--- src/sv/edn_pkg.sv ---
// Package for the case-insensitive edit distance block.
// Holds item types, opcode codes, the cell-to-cell link type and the case fold.
// Used by edn_cell and edit_distance_nocase_unit; depends on nothing.
`default_nettype none

package edn_pkg;

    localparam int MAX_FIRST_DEF = 64;
    localparam int DIST_W        = 16;
    localparam int CHAR_W        = 8;
    localparam logic [DIST_W-1:0] SECOND_LIMIT = 16'hFFFF;

    typedef enum logic [1:0] {
        OP_START   = 2'd0,
        OP_APPEND  = 2'd1,
        OP_PROCESS = 2'd2,
        OP_FINISH  = 2'd3
    } t_op;

    typedef struct packed {
        t_op               opcode;
        logic [CHAR_W-1:0] char_byte;
    } t_in;

    typedef struct packed {
        logic [DIST_W-1:0] distance;
        logic              overflow;
    } t_out;

    // Wavefront token handed from one cell to the next.
    typedef struct packed {
        logic              valid;
        logic [CHAR_W-1:0] ch;    // folded second-string byte
        logic [DIST_W-1:0] up;    // new value of the cell on the left
        logic [DIST_W-1:0] diag;  // old value of the cell on the left
    } t_link;

    function automatic logic [CHAR_W-1:0] fold_case(input logic [CHAR_W-1:0] b);
        logic [CHAR_W-1:0] r;
        r = b;
        if (b >= 8'h41 && b <= 8'h5A) begin
            r = b + 8'h20;
        end
        return r;
    endfunction

endpackage

`default_nettype wire

--- src/sv/edn_cell.sv ---
// One cell of the edit distance row: holds one first-string byte and one
// column entry, and updates it as the wavefront token passes. Uses edn_pkg.
`default_nettype none

module edn_cell (
    input  wire logic                       i_clk,
    input  wire logic                       i_rst_n,
    input  wire logic                       i_clear,
    input  wire logic [edn_pkg::DIST_W-1:0] i_init,
    input  wire logic                       i_load,
    input  wire logic [edn_pkg::CHAR_W-1:0] i_char,
    input  wire edn_pkg::t_link             i_link,
    output edn_pkg::t_link                  o_link
);

    logic                       r_act;
    logic [edn_pkg::CHAR_W-1:0] r_char;
    logic [edn_pkg::DIST_W-1:0] r_dp;
    edn_pkg::t_link             r_link;

    logic [edn_pkg::DIST_W:0]   w_a;
    logic [edn_pkg::DIST_W:0]   w_b;
    logic [edn_pkg::DIST_W:0]   w_c;
    logic [edn_pkg::DIST_W:0]   w_m;
    logic [edn_pkg::DIST_W-1:0] n_dp;

    always_comb begin
        w_a = {1'b0, r_dp} + 17'd1;
        w_b = {1'b0, i_link.up} + 17'd1;
        w_c = {1'b0, i_link.diag} + {16'd0, (r_char != i_link.ch)};
        w_m = (w_a < w_b) ? w_a : w_b;
        w_m = (w_m < w_c) ? w_m : w_c;
        n_dp = w_m[edn_pkg::DIST_W-1:0];
    end

    always_ff @(posedge i_clk) begin
        if (!i_rst_n || i_clear) begin
            r_act        <= 1'b0;
            r_dp         <= i_init;
            r_link.valid <= 1'b0;
        end else begin
            if (i_load) begin
                r_act  <= 1'b1;
                r_char <= edn_pkg::fold_case(i_char);
            end
            if (i_link.valid && r_act) begin
                r_dp        <= n_dp;
                r_link      <= '{valid: 1'b1, ch: i_link.ch, up: n_dp, diag: r_dp};
            end else begin
                // Cells past the end of the first string pass the token on.
                r_link <= i_link;
            end
        end
    end

    assign o_link = r_link;

endmodule

`default_nettype wire

--- config.mk ---
export PLATFORM = sky130hd
export DESIGN_NAME = edn_cell
export DESIGN_NICKNAME = d
export VERILOG_FILES = /design/src/sv/edn_pkg.sv /design/src/sv/edn_cell.sv
export SDC_FILE = /design/constraint.sdc
export NUM_CORES = 1
export LEC_CHECK = 0
export BUFFER_PORTS_ARGS = -buffer_cell sky130_fd_sc_hd__buf_4
export CELL_PAD_IN_SITES_DETAIL_PLACEMENT = 2
export CELL_PAD_IN_SITES_GLOBAL_PLACEMENT = 2
export CORE_MARGIN = 2
export CORE_UTILIZATION = 36
export DETAILED_ROUTE_END_ITERATION = 16
export GPL_ROUTABILITY_DRIVEN = 1
export PLACE_DENSITY = 0.88
export SYNTH_ARGS = -nofsm -noshare
export SYNTH_HDL_FRONTEND = slang
export SYNTH_SLANG_ARGS = --single-unit
--- constraint.sdc ---
create_clock -name i_clk -period 14.1 [get_ports i_clk]
set_clock_uncertainty 0.2 [all_clocks]
set_input_delay 2.82 -clock i_clk [delete_from_list [all_inputs] [get_ports i_clk]]
set_output_delay 2.82 -clock i_clk [all_outputs]
set_load 0.02 [all_outputs]
After elaboration in Yosys (flattened, before gate mapping):

Cells that the tools add are included.

* input bits: 69
* memory bits (read-only): 0
* latch bits: 0
* register bits after elaboration: 66
* memories kept: 0
* memory bits (writable): 0

* eq/ne operators: 1
* bitwise logic cells: 1
* $lt $le $gt $ge: 4
* $add $sub $neg: 4
* $mul: 0
* div/mod/pow operators: 0
* reductions and logical operators: 6
* shifts and indexed selects: 0
* muxes and demuxes: 6

Operator list (count)
* 2-to-1 mux 16 bit: 3
* 2-to-1 mux 41 bit: 1
* adder 16 x 1 -> 17 bit (second input constant): 2
* < comparator 17 bit: 2
* adder 16 x 1 -> 17 bit: 1
* 2-to-1 mux 17 bit: 1
* adder 8 x 6 -> 8 bit (second input constant): 1
* >= comparator 8 x 7 -> 1 bit (second input constant): 1
* less-or-equal comparator 8 x 7 -> 1 bit (second input constant): 1
* 2-to-1 mux 8 bit: 1
* != test 8 bit: 1
* logical AND 1 bit: 2
* AND reduction 2 bit: 1
* nonzero test 2 bit: 1
* logical NOT 1 bit: 1
* logical OR 1 bit: 1
* NOT 1 bit: 1

Longest topological paths before layout:

Gate-level depths: netlist of run 1.

* depth after elaboration: 7
* depth in mapped cells: 24

Worst setup path before layout of run 1:

No wires, ideal clock.

* kind: input port to flip-flop
* start point: input port i_link[16] (netlist bit)
* end point: register r_dp[7] (netlist bit) (data pin)
* data arrival time: 7130 ps
* setup time: 322 ps
* stages: 22
* path buffers: 1
* setup slack: 6449 ps
* path through: ha_1 -> nand2_1 -> nor3_1 -> nand3_1 -> xor2_1 -> ha_1 -> a21oi_1 -> o211ai_1 -> a211oi_2 -> nand3_2 -> nand2_2 -> mux2_2 -> inv_1 -> ha_1 -> nor2b_1 -> o21ai_0 -> a21oi_1 -> o31a_1 -> nor3_1 -> clkbuf_1 -> a31o_2 -> a31oi_1

* longest elaborated chain between the ends: 7

Ends and longest elaborated chain
* start: declaration: line edn_cell.sv:12 `input wire edn_pkg::t_link i_link,`
* adder 16 x 1 -> 17 bit *: line edn_cell.sv:29 `w_b = {1'b0, i_link.up} + 17'd1;`
* < comparator 17 bit: line edn_cell.sv:31 `w_m = (w_a < w_b) ? w_a : w_b;`
* 2-to-1 mux 17 bit *: line edn_cell.sv:31
* < comparator 17 bit: line edn_cell.sv:32 `w_m = (w_m < w_c) ? w_m : w_c;`
* 2-to-1 mux 16 bit *: line edn_cell.sv:32
* 2-to-1 mux 16 bit *: line edn_cell.sv:46 `if (i_link.valid && r_act) begin`
* 2-to-1 mux 16 bit *: line edn_cell.sv:37 `if (!i_rst_n || i_clear) begin`
* end signal: assignment: line edn_cell.sv:39 `r_dp <= i_init;`
* end signal: assignment: line edn_cell.sv:47 `r_dp <= n_dp;`
* end: declaration: line edn_cell.sv:18 `logic [edn_pkg::DIST_W-1:0] r_dp;`

Mark *: on every way between the ends. The rest lies on a longest branch, timed or not. The select of a mux whose other input is x is not followed.
A chain may end at the register's enable or synchronous reset.

Worst setup path in the final report of run 1:

* start point: input port i_link[16] (netlist bit)
* end point: register r_link, in the netlist o_link[22] (data pin)

* longest elaborated chain between the ends: 6

Ends and longest elaborated chain
* adder 16 x 1 -> 17 bit *: line edn_cell.sv:29
* < comparator 17 bit: line edn_cell.sv:31
* 2-to-1 mux 17 bit *: line edn_cell.sv:31
* < comparator 17 bit: line edn_cell.sv:32
* 2-to-1 mux 16 bit *: line edn_cell.sv:32
* 2-to-1 mux 41 bit *: line edn_cell.sv:46
* end signal: assignment: line edn_cell.sv:48 `r_link <= '{valid: 1'b1, ch: i_link.ch, up: n_dp, diag: r_dp};`
* end signal: assignment: line edn_cell.sv:51 `r_link <= i_link;`
* end: declaration: line edn_cell.sv:19 `edn_pkg::t_link r_link;`

Mark *: on every way between the ends. The rest lies on a longest branch, timed or not.

==> metrics.yaml, run 1 <==
std_cell_rows: 43
portBuffers: 109
peakVddDrop_uv: 58.9
maxSlewViolCount: 0
synth_top_area_share_pct: 38.5
first_global_vias: 5385
endpoint_kind: "register"
n_antenna_cell: 0
syn_nets: 639
initial_core_util_pct: 36.4
crit_required_ps: 13930
synth.area.top_cells: "edfxtp_1 38%, ha_1 9.0%, nand2_1 5.8%"
drtIter0Drc: 292
crit_path_max_fanout: 24
clock_path_buffers: 2
finalSetupTns_ps: 0
via_per_inst: 5.76
num_io_pins: 110
p_leak_uw: 0.00258
postCtsHoldBufs: 0
critical_path.startpoint_type: "primary input"
post_cts_buffers: 0
grt_usage_pct: 27.6
worst_slew_pin_slew_ps: 1220
drt-total-wl_um: 19900
ys_seq_area_share_pct: 39.3
fin_util_pct: 45.8
grt_max_degree: 68
maxCapViolations: 0
hold_viol: 0
gp_congestion: 0.916
die_height_um: 122
synth.most_common_cell: "nand2_1"
clkLatencyLatePin_ps: 340
slew_headroom_pct: 18.9
yosys_warnings: 0
placeableCoreArea_mm2: 0.0137
synth-edff-count: 64
nets: 742
grt_antenna_before_repair: 0
hold_class: "reg -> reg"
grt_pass1_wl_um: 30600
yosysTopAreaCell: "edfxtp_1"
power_density_mw_per_mm2: 123
ys_seq_elements: 66
crit_arrival_ps: 9150
die_w_um: 122
cts_buffers: 9
drtAntennaViolNets: 0
synth_cells: 534
cts_sinks: 66
fin_crit_sh_pct: 66.1
syn_area_mm2: 0.00500
clockRootBuffer: "clkbuf_16"
drtPass1Iterations: 4
finalPower_uw: 772
min_period_ps: 9320
crit_type: "in -> reg"
setup-violations-final: 0
cts_tree: "done"
async_flop_share_pct: 0
avgSynthCellArea_um2: 9.36
htreeDepth: 3
fill_cells: 1490
ys.flop_type: "edfxtp_1"
grt.overflow.total: 0
synth.distinct_cells: 56
cts-resized-gates: 0
status: "completed"
path_clk_slew_ps: 60
dieArea_mm2: 0.0148
via_count: 4731
fmax_mhz: 107
wl_per_cell_um: 24.2
synthTopCellsByCount: "77 x nand2_1, 64 x edfxtp_1, 45 x nor2_1"
syn2layout_area_growth_pct: 25.7
place_hpwl_um: 15500
drc_errors: 0
drive_above_1_share_pct: 24.5
rsz0062_at_grt: "false"
routing by layer:
metal	track usage [%]	vias to the layer above	wire, um
li1	-	2176	-
met1	31.4	2348	7640
met2	51.5	163	10700
met3	4.40	44	929
met4	10.4	0	657
met5	0	-	0
cell families (layout without fill, tap and decap cells):
family,after synthesis,in the layout,synth area share (%)
muxes,8,8,1.78
AOI/OAI and AO/OA,121,121,18.2
adders and majority gates,36,36,9.02
and+or+nand+nor,197,197,18.3
xor gates and xnor gates,48,48,8.41
DFF,66,66,39.3
buffers and inverters,58,166,5.03
power breakdown:
part           leakage [uW]  total (uW)  internal, uW  switching (uW)
combinational       0.00180         271           101             170
clock              0.000153         247           160            87.2
sequential         0.000627         254           236            17.7
total               0.00258         772           497             275
state kept, by name, indices dropped and copies added, names as in the netlist:
name / cells
r_act: 1
o_link: 41
r_char: 8
r_dp: 16
critical path, stage by stage:
cell and delay, ps:
buf_4 110, ha_1 210, nand2_1 160, nor3_1 430, nand3_1 150, xor2_1 230
ha_1 290, a21oi_1 150, o211ai_1 150, a211oi_2 440, nand3_2 410, nand2_2 360
mux2_2 420, inv_1 70, ha_1 150, nand4_1 160, nor4_1 990, nor3_1 250
a21oi_2 940, a31oi_1 240
metrics by stage:
| step | hold slack, ps | instances | area (um^2) | worst slack, ps |
|---|---|---|---|---|
| 2_1_floorplan | 251 | 534 | 5000 | 6450 |
| 3_3_place_gp | 263 | 806 | 5960 | 5110 |
| 3_5_place_dp | 312 | 806 | 5960 | 4570 |
| 4_1_cts | 327 | 822 | 6280 | 4880 |
| 5_1_grt | 374 | 822 | 6280 | 4390 |
| 6_report | 320 | 822 | 6280 | 4780 |
placed cells by master, fill, tap and decap left out, drive strengths merged, types with 3 or more instances in the layout:
master  instances
clkbuf         12
nand2          78
nor2           45
a31o           25
xnor2          23
a21oi          17
and3            8
a21o            3
nor4            5
inv            39
ha             36
nor3            7
o211ai          4
buf           111
xor2           25
and2            3
o21ai          12
o31ai           6
a211oi          6
nand3          30
mux2            7
a31oi          29
edfxtp         64
nand4          11
a32oi           4
path summary, 6_finish.rpt:
check / start / to / slack [ps] / cells past startpoint
worst max register to register: r_dp[2] / o_link[22] / 6770 / 19
worst max-delay path: i_link[16] / o_link[22] / 4780 / 20
worst min-delay path: r_act / r_act / 320 / 2
worst min register to register: r_act / r_act / 320 / 2
final cells by class:
class | count | area (um^2) | share of cell area [%]
inverters | 39 | 146 | 2.33
well taps | 180 | 225 | 3.59
clock buffers | 12 | 246 | 3.93
repair buffers | 111 | 833 | 13.3
clock inverters | 4 | 76.3 | 1.22
flip-flops and latches | 66 | 1960 | 31.2
multi-input cells | 410 | 2790 | 44.4
Power figures use the tool's default switching activity.
==> run 2: changes to the inputs <==
- CORE_UTILIZATION: 36 -> 34
- PLACE_DENSITY: 0.88 -> 0.84
- clock period: 14.1 -> 8.6 ns (I/O delays scaled with it)
==> run 2 against run 1 <==
Compared with the run above: setup slack worse by 3800 ps; via count decreased by 1.4%; combinational power grew 64%; highest routed layer unchanged; final area rose by 0.56%; final cell count grew 0.97%.
==> metrics.yaml, run 2 (same netlist as run 1, synthesis figures left out) <==
cts_sinks: 66  # unchanged
portBuffers: 109  # unchanged
drtIter0Drc: 188  # was 292
drtAntennaViolNets: 0  # unchanged
nets: 746  # was 742
gp_congestion: 0.889  # was 0.916
hold_viol: 0  # unchanged
maxCapViolations: 0  # unchanged
clkLatencyLatePin_ps: 340  # about the same
peakVddDrop_uv: 128  # was 58.9 uV
setup-violations-final: 0  # unchanged
cts-resized-gates: 0  # unchanged
clockRootBuffer: "clkbuf_16"  # unchanged
placed_area_mm2: 0.00599  # was 0.00596 mm^2
holdPathStages: 2  # unchanged
htreeDepth: 3  # unchanged
fill_cells: 1585  # was 1,490
grt.overflow.total: 0  # unchanged
p_leak_uw: 0.00260  # was 0.00258 uW
die_height_um: 125  # was 122 um
status: "completed"  # unchanged
grt_usage_pct: 23.9  # was 27.6%
clock_path_buffers: 2  # unchanged
std_cell_rows: 44  # was 43
multi_input_area_mm2: 0.00278  # was 0.00279 mm^2
grt_antenna_before_repair: 0  # unchanged
fmax_mhz: 131
path_clk_slew_ps: 60  # about the same
final_cell_area_mm2: 0.00631  # was 0.00628 mm^2
worst_slew_pin_slew_ps: 886  # was 1220 ps
finalSetupTns_ps: 0  # unchanged
placeableCoreArea_mm2: 0.0144  # was 0.0137 mm^2
die_w_um: 125  # was 122 um
cts_tree: "done"  # unchanged
endpoint_kind: "register"  # unchanged
maxSlewViolCount: 0  # unchanged
n_antenna_cell: 0  # unchanged
layout_commonest_cell: "buf_4"  # unchanged
initial_core_util_pct: 34.6  # was 36.4%
final_cell_mix: "115 x buf_4, 77 x nand2_1, 64 x edfxtp_1, 45 x nor2_1, 38 x inv_1"  # was 111 x buf_4, 77 x nand2_1, 64 x edfxtp_1, 45 x nor2_1, 38 x inv_1
grt_max_degree: 50  # was 68
grt_pass1_wl_um: 28900  # was 30,600 um
crit_path_max_fanout: 16  # was 24
seq_area_mm2: 0.00196  # unchanged
crit_required_ps: 8430  # was 13,930 ps
dieArea_mm2: 0.0157  # was 0.0148 mm^2
first_global_vias: 5146  # was 5,385
power_density_mw_per_mm2: 201  # was 123 mW/mm^2
via_count: 4665  # was 4,731
place_hpwl_um: 14700  # was 15,500 um
drc_errors: 0  # unchanged
drive_above_1_share_pct: 25.1  # was 24.5%
postCtsHoldBufs: 0  # unchanged
crit_type: "in -> reg"  # unchanged
rsz0062_at_grt: "false"  # unchanged
min_period_ps: 7610
syn2layout_area_growth_pct: 26.4  # was 25.7%
hold_class: "reg -> reg"  # unchanged
drt-total-wl_um: 18600  # was 19,900 um
drtPass1Iterations: 4  # unchanged
post_cts_buffers: 0  # unchanged
wl_per_cell_um: 22.4  # was 24.2 um
crit_arrival_ps: 7440  # was 9150 ps
slew_headroom_pct: 40.9  # was 18.9%
num_io_pins: 110  # unchanged
largest_reg_flops: 41  # unchanged
critical_path.startpoint_type: "primary input"  # unchanged
fin_crit_sh_pct: 88.4
reg2reg_depth: 21  # was 19
cts_buffers: 9  # unchanged
via_per_inst: 5.62  # was 5.76
run 2: path summary, 6_finish.rpt:
path | start | end | slack [ps]
worst min-delay path | r_act | r_act | 300
worst min register to register | r_act | r_act | 300
worst max-delay path | i_link[16] | o_link[26] | 990
worst max register to register | r_dp[2] | o_link[26] | 2030
run 2: routing by layer:
metal / up-vias / global-route usage (%) / share of wire, %
li1: 2180 / - / -
met1: 2323 / 26.1 / 39
met2: 123 / 45.1 / 54
met3: 39 / 4.45 / 3.7
met4: 0 / 10.1 / 3.5
met5: - / 0 / 0
run 2: worst max-delay path: stages:
cell      delay (ps)
buf_4            120
ha_1             220
nand2_1          160
nor3_1           410
nand3_1          150
xor2_1           240
ha_1             300
a21oi_1          140
o211ai_1         150
a211oi_2         430
nand3_2          380
nand2_2          350
mux2_2           420
inv_1             90
ha_1             170
nand4_1          130
nor2_1           120
o21ai_0           90
a21oi_1          370
nor2_1           230
a21oi_2          560
buf_4            330
a31oi_1          140
run 2: per-stage QoR:
step	total power (uW)	util, %	hold WS [ps]	instances	worst slack [ps]
6_report	1270	43.8	297	830	993
5_1_grt	1330	43.8	333	830	489
4_1_cts	1270	43.8	306	830	1070
3_5_place_dp	854	41.5	286	814	771
3_3_place_gp	829	41.5	269	814	1070
2_1_floorplan	693	-	251	534	2050
run 2: final cells by class:
type | instances | share of cell area [%]
Clock buffer | 9 | 3.57
Clock inverter | 7 | 1.63
Inverter | 39 | 2.32
Multi-Input combinational cell | 410 | 44.1
Sequential cell | 66 | 31.1
Tap cell | 184 | 3.65
Timing Repair Buffer | 115 | 13.7
run 2: report_power, final:
group	switching, uW	internal, uW
logic	274	169
registers	25.3	387
clock network	154	256
==> run 3: changes to the inputs <==
- CTS_BUF_LIST: not set -> sky130_fd_sc_hd__clkbuf_4
- GPL_TIMING_DRIVEN: not set -> 0
==> run 3 against run 2 <==
Compared with the run above: via count increased by 2.7%; hold slack better by 65 ps; non-clock buffer count is 14 higher; utilization shrank 0.73 points; combinational power increased by 0.9%; fmax down 3.1%; global-route usage up 0.27 points; clock-buffer cell count unchanged; critical path depth shrank 2; total power decreased by 15%; final area shrank 1.7%; sequential share of layout area up 0.53 points; critical path type unchanged; highest routed layer unchanged.
==> metrics.yaml, run 3 (same netlist as run 1, synthesis figures left out) <==
drtAntennaViolNets: 0  # unchanged
cts_tree: "done"  # unchanged
num_io_pins: 110  # unchanged
status: "completed"  # unchanged
endpoint_kind: "register"  # unchanged
rsz0062_at_grt: "false"  # unchanged
power_density_mw_per_mm2: 174  # was 201 mW/mm^2
path_clk_slew_ps: 120  # was 60 ps
clockRootBuffer: "clkbuf_4"  # was clkbuf_16
grt_usage_pct: 24.2  # was 23.9%
maxCapViolations: 0  # unchanged
n_antenna_cell: 0  # unchanged
crit_chain: "buf_4, ha_1, nand2_1, nor3_1, nand3_1, xor2_1, ha_1, a21oi_1, o211ai_1, a211oi_2, nand3_2, clkbuf_1, a21oi_1, a31oi_1, ha_1, nand4_1, nor4_1, nor3_1, a21oi_2, buf_6, a31oi_1"  # was buf_4, ha_1, nand2_1, nor3_1, nand3_1, xor2_1, ha_1, a21oi_1, o211ai_1, a211oi_2, nand3_2, nand2_2, mux2_2, inv_1, ha_1, nand4_1, nor2_1, o21ai_0, a21oi_1, nor2_1, a21oi_2, buf_4, a31oi_1
grt.overflow.total: 0  # unchanged
cts_buffers: 9  # unchanged
hold_class: "reg -> reg"  # unchanged
min_period_ps: 7850  # was 7610 ps
clkLatencyLatePin_ps: 430  # was 340 ps
drc_errors: 0  # unchanged
regToRegSetupSlack_ps: 1810  # was 2030 ps
wl_per_cell_um: 22.3  # was 22.4 um
placeableCoreArea_mm2: 0.0144  # unchanged
setup-violations-final: 0  # unchanged
finalSetupTns_ps: 0  # unchanged
grt_pass1_wl_um: 29600  # was 28,900 um
final_cell_mix: "110 x buf_4, 77 x nand2_1, 64 x edfxtp_1, 45 x nor2_1, 39 x inv_1"  # was 115 x buf_4, 77 x nand2_1, 64 x edfxtp_1, 45 x nor2_1, 38 x inv_1
reg2reg_depth: 20  # was 21
die_height_um: 125  # unchanged
layout_commonest_cell: "buf_4"  # unchanged
grt_antenna_before_repair: 0  # unchanged
worst_slew_pin_slew_ps: 1270  # was 886 ps
dp.cells: 828  # was 814
grt_max_degree: 28  # was 50
maxSlewViolCount: 0  # unchanged
cts-resized-gates: 0  # unchanged
holdPathStages: 2  # unchanged
crit_arrival_ps: 7790  # was 7440 ps
p_leak_uw: 0.00254  # was 0.00260 uW
via_per_inst: 5.68  # was 5.62
final_cell_area_mm2: 0.00621  # was 0.00631 mm^2
std_cell_rows: 44  # unchanged
crit_top_cell: "ha_1"  # unchanged
fill_cells: 1617  # was 1,585
clock_path_buffers: 2  # unchanged
gp_congestion: 0.935  # was 0.889
fmax_mhz: 127  # was 131 MHz
die_w_um: 125  # unchanged
crit_type: "in -> reg"  # unchanged
syn2layout_area_growth_pct: 24.3  # was 26.4%
fin_crit_sh_pct: 91.2  # was 88.4%
drive_above_1_share_pct: 24.1  # was 25.1%
dieArea_mm2: 0.0157  # unchanged
drtIter0Drc: 246  # was 188
hold_viol: 0  # unchanged
slew_headroom_pct: 14.9  # was 40.9%
place_hpwl_um: 15300  # was 14,700 um
critical_path.startpoint_type: "primary input"  # unchanged
crit_required_ps: 8540  # was 8430 ps
slowest_delay_ps: 1030  # was 560 ps
drtPass1Iterations: 4  # unchanged
postCtsHoldBufs: 0  # unchanged
first_global_vias: 5394  # was 5,146
drt-total-wl_um: 18800  # was 18,600 um
htreeDepth: 3  # unchanged
placed_area_mm2: 0.00607  # was 0.00599 mm^2
portBuffers: 109  # unchanged
largest_reg_flops: 41  # unchanged
peakVddDrop_uv: 94.5  # was 128 uV
initial_core_util_pct: 34.6  # unchanged
stdcell_count: 844  # was 830
crit_path_max_fanout: 10  # was 16
cts_sinks: 66  # unchanged
via_count: 4791  # was 4,665
nets: 760  # was 746
slowest_stage: "nor4_1"  # was a21oi_2
post_cts_buffers: 0  # unchanged
run 3: cell count changes in the layout (fill, tap and decap cells not counted), moves of 3 or more:
| cell | change |
|---|---|
| clkbuf_16 | -9 |
| clkinv_4 | -3 |
| clkbuf_4 | +9 |
| clkbuf_1 | +12 |
| buf_4 | -5 |
| buf_6 | +4 |
run 3: worst paths after layout:
path,startpoint,to
setup / recovery,i_link[16],o_link[24]
hold / removal,r_act,r_act
setup reg to reg,r_dp[0],o_link[24]
hold reg to reg,r_act,r_act
run 3: power by group:
group / switching (uW) / total, uW / internal [uW]
combinational: 272 / 448 / 176
clock: 126 / 215 / 88.2
sequential: 29.0 / 415 / 386
run 3: per-stage QoR:
stage	worst slack [ps]	total power (uW)	hold slack, ps	util, %
after floorplan	2050	693	251	-
after global placement	711	835	266	41.9
after detailed placement	492	865	354	42.1
after CTS	795	1080	387	43.0
after global routing	244	1140	397	43.0
final	753	1080	362	43.0
run 3: metal layers:
metal	track usage, %	part of all wire, %	vias to the layer above
met5	0	0	-
met4	7.97	2.5	0
met3	4.24	4.0	29
met2	44.7	52	154
met1	28.3	41	2389
li1	-	-	2219
run 3: area by class of cell:
class,instances,area (um^2),share of cell area (%)
Buffer,19,106,1.71
Clock buffer,9,67.6,1.09
Clock inverter,7,67.6,1.09
Inverter,39,146,2.36
Multi-Input combinational cell,410,2780,44.8
Sequential cell,66,1960,31.6
Tap cell,184,230,3.71
Timing Repair Buffer,110,846,13.6
run 3: critical path: cells and delay by family:
family	cells	cell delay [ps]
XOR/XNOR	1	180
AND/OR/NAND/NOR	7	2580
AO/OA/AOI/OAI	7	1670
buffers and inverters	3	670
adder cells (fa/ha/maj)	3	940
